<file path="config.mk">
export PLATFORM = sky130hd
export DESIGN_NAME = radio_frame_crc16_appender_top
export DESIGN_NICKNAME = d
export VERILOG_FILES = /design/src/hdl/rfca_pkg.sv /design/src/hdl/rfca_front.sv /design/src/hdl/rfca_cmd_fifo.sv /design/src/hdl/rfca_back.sv /design/src/hdl/radio_frame_crc16_appender_top.sv
export SDC_FILE = /design/constraint.sdc
export NUM_CORES = 1
export LEC_CHECK = 0
export BUFFER_PORTS_ARGS = -buffer_cell sky130_fd_sc_hd__buf_4
export CAP_MARGIN = 20
export CORE_UTILIZATION = 66
export CTS_CLUSTER_DIAMETER = 80
export CTS_CLUSTER_SIZE = 16
export DETAILED_ROUTE_END_ITERATION = 12
export PLACE_DENSITY = 0.83
export SYNTH_ARGS = -nofsm -noshare
export SYNTH_HDL_FRONTEND = slang
export SYNTH_SLANG_ARGS = --single-unit
</file>
<file path="constraint.sdc">
create_clock -name clk_i -period 7.55 [get_ports clk_i]
set_input_delay 0.3775 -clock clk_i [delete_from_list [all_inputs] [get_ports clk_i]]
set_output_delay 0.3775 -clock clk_i [all_outputs]
set_load 0.1 [all_outputs]
</file>
<file path="src/hdl/rfca_pkg.sv">
// Shared types, constants and the CRC-16 byte update for the radio frame appender.
`default_nettype none
package rfca_pkg;

  localparam int unsigned CfgIdxW  = 3;
  localparam int unsigned CfgDataW = 16;

  localparam logic [15:0] CrcPoly  = 16'h8005;
  localparam logic [7:0]  PreSync  = 8'hAA;
  localparam logic [7:0]  PreLast  = 8'hA9;
  localparam logic [7:0]  LeadRst  = 8'h2A;

  typedef enum logic [CfgIdxW-1:0] {
    CFG_KEY_LOW   = 3'd0,
    CFG_KEY_MID   = 3'd1,
    CFG_KEY_HIGH  = 3'd2,
    CFG_NULL_ID   = 3'd3,
    CFG_NULL_SEED = 3'd4,
    CFG_LEAD      = 3'd5
  } cfg_idx_e;

  // Output byte sequence of one command
  typedef enum logic [2:0] {
    PH_LEAD   = 3'd0,
    PH_SYNC1  = 3'd1,
    PH_SYNC2  = 3'd2,
    PH_SYNC3  = 3'd3,
    PH_DATA   = 3'd4,
    PH_CRC_HI = 3'd5,
    PH_CRC_LO = 3'd6
  } phase_e;

  // One classified input word handed from front to back
  typedef struct packed {
    logic [7:0]  data;
    logic        start;
    logic        last;
    logic [7:0]  lead;
    logic [15:0] crc;   // complemented CRC, valid when last is set
  } cmd_t;

  // CRC-16, poly 0x8005, MSB first, eight bit steps
  function automatic logic [15:0] crc16_update(input logic [15:0] crc_in,
                                               input logic [7:0]  byte_in);
    logic [15:0] crc;
    crc = crc_in;
    for (int i = 7; i >= 0; i--) begin
      if (byte_in[i] ^ crc[15]) begin
        crc = {crc[14:0], 1'b0} ^ CrcPoly;
      end else begin
        crc = {crc[14:0], 1'b0};
      end
    end
    return crc;
  endfunction

endpackage
`default_nettype wire

</file>
<file path="src/hdl/rfca_front.sv">
// Front end: config registers, frame tracking, CRC update and command build.
`default_nettype none
module rfca_front import rfca_pkg::*; (
  input  wire logic                clk_i,
  input  wire logic                rst_ni,
  input  wire logic                cfg_valid_i,
  input  wire logic [CfgIdxW-1:0]  cfg_index_i,
  input  wire logic [CfgDataW-1:0] cfg_data_i,
  input  wire logic                accept_i,
  input  wire logic [7:0]          data_byte_i,
  input  wire logic                last_byte_i,
  output cmd_t                     cmd_o
);

  logic [5:0]  key_low_q;
  logic [7:0]  key_mid_q;
  logic [7:0]  key_high_q;
  logic [5:0]  null_id_q;
  logic [15:0] null_seed_q;
  logic [7:0]  lead_q;

  logic [15:0] crc_q, crc_d;
  logic        in_frame_q, in_frame_d;

  logic [15:0] seed;
  logic [15:0] crc_next;
  logic [15:0] crc_final;

  always_ff @(posedge clk_i or negedge rst_ni) begin
    if (!rst_ni) begin
      key_low_q   <= '0;
      key_mid_q   <= '0;
      key_high_q  <= '0;
      null_id_q   <= '0;
      null_seed_q <= '0;
      lead_q      <= LeadRst;
    end else if (cfg_valid_i) begin
      unique case (cfg_idx_e'(cfg_index_i))
        CFG_KEY_LOW:   key_low_q   <= cfg_data_i[5:0];
        CFG_KEY_MID:   key_mid_q   <= cfg_data_i[7:0];
        CFG_KEY_HIGH:  key_high_q  <= cfg_data_i[7:0];
        CFG_NULL_ID:   null_id_q   <= cfg_data_i[5:0];
        CFG_NULL_SEED: null_seed_q <= cfg_data_i[15:0];
        CFG_LEAD:      lead_q      <= cfg_data_i[7:0];
        default: ;
      endcase
    end
  end

  always_comb begin
    if (!in_frame_q) begin
      seed = (key_low_q != null_id_q) ? {key_mid_q, key_high_q} : null_seed_q;
    end else begin
      seed = crc_q;
    end
    crc_next  = crc16_update(seed, data_byte_i);
    crc_final = ~crc_next;

    crc_d      = crc_q;
    in_frame_d = in_frame_q;
    if (accept_i) begin
      crc_d      = last_byte_i ? crc_final : crc_next;
      in_frame_d = !last_byte_i;
    end

    cmd_o.data  = data_byte_i;
    cmd_o.start = !in_frame_q;
    cmd_o.last  = last_byte_i;
    cmd_o.lead  = lead_q;
    cmd_o.crc   = crc_final;
  end

  always_ff @(posedge clk_i or negedge rst_ni) begin
    if (!rst_ni) begin
      crc_q      <= '0;
      in_frame_q <= 1'b0;
    end else begin
      crc_q      <= crc_d;
      in_frame_q <= in_frame_d;
    end
  end

endmodule
`default_nettype wire

</file>
<file path="src/hdl/rfca_cmd_fifo.sv">
// Small command queue between front and back.
`default_nettype none
module rfca_cmd_fifo import rfca_pkg::*; #(
  parameter int unsigned Depth = 4
) (
  input  wire logic clk_i,
  input  wire logic rst_ni,
  input  wire logic wr_i,
  input  cmd_t      wr_data_i,
  output logic      full_o,
  input  wire logic rd_i,
  output cmd_t      rd_data_o,
  output logic      empty_o
);

  localparam int unsigned AddrW = (Depth > 1) ? $clog2(Depth) : 1;
  localparam int unsigned CntW  = $clog2(Depth + 1);
  localparam logic [AddrW-1:0] LastAddr = AddrW'(Depth - 1);

  cmd_t             mem_q [Depth];
  logic [AddrW-1:0] wr_ptr_q, rd_ptr_q;
  logic [CntW-1:0]  cnt_q;

  assign full_o    = (cnt_q == CntW'(Depth));
  assign empty_o   = (cnt_q == '0);
  assign rd_data_o = mem_q[rd_ptr_q];

  always_ff @(posedge clk_i) begin
    if (wr_i) begin
      mem_q[wr_ptr_q] <= wr_data_i;
    end
  end

  always_ff @(posedge clk_i or negedge rst_ni) begin
    if (!rst_ni) begin
      wr_ptr_q <= '0;
      rd_ptr_q <= '0;
      cnt_q    <= '0;
    end else begin
      if (wr_i) begin
        wr_ptr_q <= (wr_ptr_q == LastAddr) ? '0 : wr_ptr_q + 1'b1;
      end
      if (rd_i) begin
        rd_ptr_q <= (rd_ptr_q == LastAddr) ? '0 : rd_ptr_q + 1'b1;
      end
      if (wr_i && !rd_i) begin
        cnt_q <= cnt_q + 1'b1;
      end else if (rd_i && !wr_i) begin
        cnt_q <= cnt_q - 1'b1;
      end
    end
  end

endmodule
`default_nettype wire

</file>
<file path="src/hdl/rfca_back.sv">
// Back end: expands each command into frame bytes through an output register.
`default_nettype none
module rfca_back import rfca_pkg::*; (
  input  wire logic clk_i,
  input  wire logic rst_ni,
  input  cmd_t      cmd_i,
  input  wire logic cmd_empty_i,
  output logic      cmd_rd_o,
  input  wire logic pop_i,
  output logic      empty_o,
  output logic [7:0] out_byte_o,
  output logic      out_last_o
);

  phase_e     phase_q, phase_d, cur_phase;
  logic       busy_q, busy_d;
  logic       out_valid_q, out_valid_d;
  logic [7:0] out_byte_q, out_byte_d;
  logic       out_last_q, out_last_d;
  logic       load;
  logic       done;

  always_comb begin
    load = !cmd_empty_i && (!out_valid_q || pop_i);
    cur_phase = busy_q ? phase_q : (cmd_i.start ? PH_LEAD : PH_DATA);

    out_byte_d = out_byte_q;
    out_last_d = out_last_q;
    done       = 1'b0;
    phase_d    = phase_q;
    unique case (cur_phase)
      PH_LEAD:   begin out_byte_d = cmd_i.lead;       phase_d = PH_SYNC1; end
      PH_SYNC1:  begin out_byte_d = PreSync;          phase_d = PH_SYNC2; end
      PH_SYNC2:  begin out_byte_d = PreSync;          phase_d = PH_SYNC3; end
      PH_SYNC3:  begin out_byte_d = PreLast;          phase_d = PH_DATA;  end
      PH_DATA:   begin
        out_byte_d = cmd_i.data;
        phase_d    = PH_CRC_HI;
        done       = !cmd_i.last;
      end
      PH_CRC_HI: begin out_byte_d = cmd_i.crc[15:8];  phase_d = PH_CRC_LO; end
      PH_CRC_LO: begin out_byte_d = cmd_i.crc[7:0];   done = 1'b1; end
      default:   begin out_byte_d = cmd_i.data;       done = 1'b1; end
    endcase
    out_last_d = (cur_phase == PH_CRC_LO);

    if (!load) begin
      out_byte_d = out_byte_q;
      out_last_d = out_last_q;
      phase_d    = phase_q;
    end

    busy_d = busy_q;
    if (load) begin
      busy_d = !done;
    end

    out_valid_d = out_valid_q;
    if (load) begin
      out_valid_d = 1'b1;
    end else if (pop_i) begin
      out_valid_d = 1'b0;
    end

    cmd_rd_o = load && done;
  end

  always_ff @(posedge clk_i or negedge rst_ni) begin
    if (!rst_ni) begin
      phase_q     <= PH_LEAD;
      busy_q      <= 1'b0;
      out_valid_q <= 1'b0;
    end else begin
      phase_q     <= phase_d;
      busy_q      <= busy_d;
      out_valid_q <= out_valid_d;
    end
  end

  always_ff @(posedge clk_i) begin
    out_byte_q <= out_byte_d;
    out_last_q <= out_last_d;
  end

  assign empty_o    = !out_valid_q;
  assign out_byte_o = out_byte_q;
  assign out_last_o = out_last_q;

endmodule
`default_nettype wire

</file>
<file path="src/hdl/radio_frame_crc16_appender_top.sv">
// Radio frame appender: preamble, payload pass-through and CRC-16 trailer.
//
// Input side is a queue: a payload word is taken on push while full is low.
// The front end updates the CRC (poly 0x8005, MSB first) in the same cycle
// and stores a command in a CmdDepth-entry queue. The back end turns each
// command into 1 to 7 output words: a four-word preamble when the word opens
// a frame, the payload word, and the complemented CRC (high, then low, the
// low one flagged out_last_o) after the word marked last.
// Output side is a queue too: the oldest word is shown while empty is low
// and taken on pop. One output word leaves per cycle from a registered
// stage while the receiver keeps popping; a taken input word is first
// written into the command queue, and the back end then loads its output
// words one by one into the output register. A stalled receiver
// holds the output stage, the command queue fills and full rises; nothing
// is dropped.
// Config writes (cfg_ready_o is always high) are meant for idle periods;
// the seed and the lead byte are sampled at each frame start.
// Reset clears the CRC, closes any open frame, empties both queues and sets
// the lead byte to 0x2A and all key registers to zero.
`default_nettype none
module radio_frame_crc16_appender_top import rfca_pkg::*; #(
  parameter int unsigned CmdDepth = 4
) (
  input  wire logic                clk_i,
  input  wire logic                rst_ni,
  input  wire logic                cfg_valid_i,
  output logic                     cfg_ready_o,
  input  wire logic [CfgIdxW-1:0]  cfg_index_i,
  input  wire logic [CfgDataW-1:0] cfg_data_i,
  input  wire logic                push,
  output logic                     full,
  input  wire logic [7:0]          data_byte_i,
  input  wire logic                last_byte_i,
  input  wire logic                pop,
  output logic                     empty,
  output logic [7:0]               out_byte_o,
  output logic                     out_last_o
);

  cmd_t wr_cmd, rd_cmd;
  logic accept;
  logic cmd_empty;
  logic cmd_rd;

  assign cfg_ready_o = 1'b1;
  assign accept      = push && !full;

  rfca_front u_front (
    .clk_i       (clk_i),
    .rst_ni      (rst_ni),
    .cfg_valid_i (cfg_valid_i),
    .cfg_index_i (cfg_index_i),
    .cfg_data_i  (cfg_data_i),
    .accept_i    (accept),
    .data_byte_i (data_byte_i),
    .last_byte_i (last_byte_i),
    .cmd_o       (wr_cmd)
  );

  rfca_cmd_fifo #(
    .Depth (CmdDepth)
  ) u_fifo (
    .clk_i     (clk_i),
    .rst_ni    (rst_ni),
    .wr_i      (accept),
    .wr_data_i (wr_cmd),
    .full_o    (full),
    .rd_i      (cmd_rd),
    .rd_data_o (rd_cmd),
    .empty_o   (cmd_empty)
  );

  rfca_back u_back (
    .clk_i       (clk_i),
    .rst_ni      (rst_ni),
    .cmd_i       (rd_cmd),
    .cmd_empty_i (cmd_empty),
    .cmd_rd_o    (cmd_rd),
    .pop_i       (pop),
    .empty_o     (empty),
    .out_byte_o  (out_byte_o),
    .out_last_o  (out_last_o)
  );

endmodule
`default_nettype wire

</file>
# After elaboration in Yosys (flattened, before gate mapping)
# Memories as Yosys holds them, arrays and structs flattened.
# Index checks and enable logic that the tools add are counted.
# totals
ff_bits,90
mem_bits_rw,136
inputBits,33
out_inout_bits,12
wordCells,107
mem_count,1
# op_classes
add_sub_neg,4
n_eq_ne,15
muxes,24
bitwise_logic,17
reduce_logical,30
# mem_list
name,words,width,read_ports,rd_clocked_by_memory_dff,wr,line_no,rtl
u_fifo.mem_q,4,34,1,0,1,rfca_cmd_fifo.sv:20,cmd_t mem_q [Depth];
# op_table
operator,n
2-to-1 mux 16 bit,11
one-hot mux 8 bit (5 select lines),1
inverter 3 bit,8
== test 3 bit (second input constant),6
one-hot mux 3 bit (6 select lines),1
inverter 16 bit,1
AND reduction 2 bit,7
== test 3 x 2 -> 1 bit (second input constant),4
2-to-1 mux 3 bit,4
zero test 1 bit,9
zero test 3 bit,3
XOR 1 bit,8
== test 3 x 1 -> 1 bit (second input constant),2
!= test 6 bit,1
nonzero test 6 bit,1
logical AND 1 bit,5
OR reduction 5 bit,1
adder 2 x 1 -> 2 bit (second input constant),2
== test 2 bit (second input constant),2
2-to-1 mux 1 bit,4
2-to-1 mux 2 bit,2
nonzero test 2 bit,2
adder 3 x 1 -> 3 bit (second input constant),1
subtractor 3 x 1 -> 3 bit (second input constant),1
3 further kinds,3

# Depth between registers and ports, before layout
# logic_depth
word_depth,21
mapped_depth,11

# By module
# A second synthesis with hierarchy kept.
# unflattened
hier_cells,605
area_unflattened_um2,9927.0
# modules_own_cells
module,n_inst,cells_per_inst,area_per_inst_um2,seq_area_each_um2
rfca_cmd_fifo,1,215,5375.2,4259.1
rfca_front,1,288,3594.7,1730.4
rfca_back,1,99,932.1,395.4
radio_frame_crc16_appender_top,1,3,25.0,0.0

# Least setup slack after synthesis
# OpenSTA, ideal clock, no wires.
# synth_timing
path_type,register to register
from,register u_fifo.cnt_q[0]
to,register u_fifo.cnt_q[1]
setup_time_ns,0.125
t_arrival_ns,4.225
path_slack_ns,3.201
path_stages_with_launch,9
path_buffers,1
period_less_slack_ns,4.349
path_cell_list,dfrtp_1 > nor3b_1 > nand2b_1 > inv_1 > clkbuf_1 > ha_1 > inv_1 > fa_1 > mux2_2
# synth_via
elab_cells_between_ends,16
cone_classes,add/sub (2); eq/ne (1); mux (2); reduce/logical (11)
# synth_rtl
element,line_no,rtl
"start, declared",rfca_cmd_fifo.sv:22,logic [CntW-1:0] cnt_q;
"start signal, assigned",rfca_cmd_fifo.sv:47,cnt_q <= cnt_q + 1'b1;
"start signal, assigned",rfca_cmd_fifo.sv:49,cnt_q <= cnt_q - 1'b1;
== test 3 bit *,rfca_cmd_fifo.sv:24,assign full_o = (cnt_q == CntW'(Depth));
net full,radio_frame_crc16_appender_top.sv:31,"output logic full,"
zero test 1 bit *,radio_frame_crc16_appender_top.sv:46,assign accept = push && !full;
logical AND 1 bit *,radio_frame_crc16_appender_top.sv:46,
net accept,radio_frame_crc16_appender_top.sv:41,logic accept;
zero test 1 bit,rfca_cmd_fifo.sv:48,end else if (rd_i && !wr_i) begin
logical AND 1 bit,rfca_cmd_fifo.sv:48,
nonzero test 2 bit (no line),--,
# The timed path passes the listed nets; every way through them passes the cells marked *. The select of a mux whose other input is x is not followed.
# A chain may end at the register's enable or synchronous reset.

==> flow_summary.json <==
{
  "p_per_area_nw_per_um2": 461.8,
  "cts_sinks": 226,
  "cts_tree": "built",
  "crit_required_ns": 7.83,
  "synth-main-ff-cell": "edfxtp_1",
  "cts_buffers": 18,
  "ir_drop_mv": 0.2204,
  "maxCapViolCount": 0,
  "synth.cell_area_um2": 9620,
  "outcome": "completed",
  "dp_hpwl_mm": 12.34,
  "relSlewSlack_pct": 26.93,
  "postRouteAntennaNets": 0,
  "syn_to_final_growth_pct": 11.28,
  "grt_max_degree": 82,
  "worst-path-buf-inv": 1,
  "ys_warn_count": 0,
  "max_stage_delay_ns": 0.89,
  "port_buffers": 43,
  "dr.pass1.iters": 5,
  "post_cts_buffers": 0,
  "place.gp.congestion": 0.8386,
  "clock_latency_ns": 0.48,
  "nets": 686,
  "ys_async_sr_fraction_pct": 35.84,
  "vias": 5274,
  "finalCriticalPeriod_ns": 3.689,
  "r2r_slack_ns": 3.86,
  "synth.top_cell.area_share_pct": 45.26,
  "max-clock-path-buffers": 3,
  "final_layout_size_suffix_gt1_share_pct": 27.66,
  "drv_slew": 0,
  "finalPower_mw": 4.944,
  "pre_cts_ws_ns": 4.002,
  "worstMarginPinSlew_ns": 1.096,
  "fp.dieW_um": 122.7,
  "num_rows": 43,
  "grt.total_usage_pct": 26.81,
  "routed_wl_mm": 19.06,
  "cts_root_buffer": "clkbuf_16",
  "clkTransAtPathRegs_ns": 0.07,
  "finalHoldViolCount": 0,
  "die-area_um2": 15060,
  "antenna_found_initial": 0,
  "die_h_um": 122.7,
  "ys_seq_area_share_pct": 66.37,
  "endpoint_kind": "flip-flop",
  "synth_nets": 637,
  "wl_per_cell_um": 22.75,
  "final.setup.tns_ns": 0,
  "n_antenna_cell": 0,
  "ios": 45,
  "critPathTopFamily": "XOR/XNOR gates",
  "setup_ws_ns": 3.861,
  "routed_via_density": 6.294,
  "avgSynthCellArea_um2": 16.11,
  "drtIter0Drc": 510,
  "cp.arrival_ns": 3.97,
  "leakage_nw": 3.997,
  "synthTopCellsByArea": "edfxtp_1 (45%), dfrtp_1 (20%), mux4_2 (8.0%)",
  "grt_pass1_vias": 5369,
  "ys_types": 58,
  "crit_top_cell": "xnor2_2",
  "syn_inst": 597,
  "cts_max_level": 1,
  "start_util_pct": 68.51,
  "synth-seq-cells": 226,
  "worst_path_max_delay_cell": "dfrtp_1",
  "critical_path_class": "flip-flop to flip-flop",
  "crit_path_max_fanout": 28,
  "cp-start-kind": "flip-flop",
  "synth_edf_count": 145,
  "hold_class": "input pin to flip-flop",
  "clock_skew_ns": 0.01417,
  "grt-ovfl-total": 0,
  "min_period_over_period_pct": 48.86,
  "n_fill_cell": 768,
  "drc": 0,
  "setup_viol": 0,
  "fmaxAchievable_mhz": 271.1,
  "crit_chain": "clkinv_1 -> a2bb2oi_1 -> xnor2_1 -> xnor2_2 -> xnor3_2 -> xnor2_2 -> xor2_1",
  "synth_top_cell_by_area": "edfxtp_1",
  "grt_setup_unrepaired": "false",
  "grt_first_pass_wirelength_mm": 29.65,
  "core_area_um2": 14040
}
## synthesized netlist by cell type, drive strengths merged, types with 11 or more instances
| library cell | instances |
|---|---|
| edfxtp | 145 |
| dfrtp | 78 |
| mux2 | 53 |
| nand2 | 41 |
| mux4 | 34 |
| o21ai | 32 |
| xnor2 | 28 |
| a21oi | 19 |
| xor2 | 17 |
| clkbuf | 15 |
| inv | 15 |
| buf | 12 |
| nand3 | 11 |
## metal layers
| layer | share of wire, % | vias to the layer above | routed length (µm) | global-route usage [%] |
|---|---|---|---|---|
| li1 | - | 2350 | - | - |
| met1 | 41 | 2675 | 7764 | 37.37 |
| met2 | 50 | 196 | 9537 | 43.93 |
| met3 | 6.0 | 53 | 1149 | 3.996 |
| met4 | 3.2 | 0 | 609 | 8.994 |
| met5 | 0 | - | 0 | 0 |
## power by group
group          switching [mW]  internal, mW  leakage, nW  total (mW)
sequential              0.184          1.90         2.29        2.08
clock                   0.408         0.474        0.256       0.882
combinational            1.18         0.794         1.45        1.98
total                    1.78          3.17         4.00        4.94
## final cells by class
cell class	instances	area [µm²]	area share, %
clock buffers	31	520.5	4.862
clock inverters	1	16.27	0.1519
inverters	16	60.06	0.5610
multi-input cells	328	3057	28.55
flip-flops and latches	226	6386	59.65
well taps	180	225.2	2.104
repair buffers	56	440.4	4.114
## worst reg2reg max path, cell delays in order (launching register included)
cell	delay (ns)
dfrtp_1	0.89
clkinv_1	0.64
a2bb2oi_1	0.29
xnor2_1	0.34
xnor2_2	0.21
xnor3_2	0.56
xnor2_2	0.28
xor2_1	0.28
## per-stage QoR
step                utilization [%]  instances  area (µm²)  hold slack, ns
detailed placement            72.11        803       10130          0.4651
global route                  76.24        838       10710          0.1000
finish                        76.24        838       10710         0.08474
global placement              72.11        803       10130          0.4580
floorplan                         -        597        9620         0.08191
CTS                           75.93        835       10660         0.09019
## cells by family (layout without fill, tap and decap cells)
| kind of cell | Yosys count | in the layout | synth area share, % |
|---|---|---|---|
| flops | 226 | 226 | 66.37 |
| simple gates | 95 | 95 | 4.851 |
| mux | 90 | 90 | 14.48 |
| compound gates | 87 | 87 | 5.801 |
| xor+xnor | 48 | 48 | 5.566 |
| buf+inv | 43 | 104 | 1.912 |
| fa+ha+maj | 7 | 7 | 0.9884 |
| other cells | 1 | 1 | 0.03898 |
## placed cells by master (no fill, tap or decap), types with 2 or more instances in the layout
cell	n
a21o_1	2
a21oi_1	19
a22o_1	2
a22oi_1	3
a2bb2oi_1	5
a2bb2oi_2	2
a31oi_1	9
and2_1	4
buf_4	53
clkbuf_1	12
clkbuf_16	19
dfrtp_1	77
dfstp_2	3
edfxtp_1	145
ha_1	6
inv_1	15
mux2_2	53
mux2i_1	3
mux4_2	34
nand2_1	40
nand2b_1	6
nand3_1	11
nand4_1	2
nand4b_1	2
nor2_1	7
nor2b_1	5
nor3_1	7
nor3b_1	3
o211ai_1	3
o21ai_0	32
o32a_1	3
xnor2_1	21
xnor2_2	6
xor2_1	16
## path summary, 6_finish.rpt
check / startpoint / endpoint / depth (start not counted)
min reg2reg: u_front.crc_q[7] / u_front.crc_q[7] / 2
max: u_front.in_frame_q / u_fifo.mem_q[2][15] / 7
max reg2reg: u_front.in_frame_q / u_fifo.mem_q[2][15] / 7
max in group asynchronous: rst_ni / u_front.lead_q[1] / 3
min: pop / u_back.out_valid_q / 2
min in group asynchronous: rst_ni / u_fifo.rd_ptr_q[0] / 2
## state kept, by name (all words and copies together), names as in the netlist, 3 cells and up
signal and count:
u_fifo.mem_q 136, u_front.crc_q 16, u_front.null_seed_q 16, u_back.out_byte_o 8, u_front.key_high_q 8, u_front.key_mid_q 8
u_front.lead_q 8, u_front.key_low_q 6, u_front.null_id_q 6, u_back.phase_q 3, u_fifo.cnt_q 3
## timing repair
item | CTS | global route
hold buffers | 0 | 1
endpoints found under the hold margin | 0 | 8
resized for setup | 0 | 0
setup endpoints to repair | 0 | 0
No activity file was read; power rests on OpenSTA's default activity.
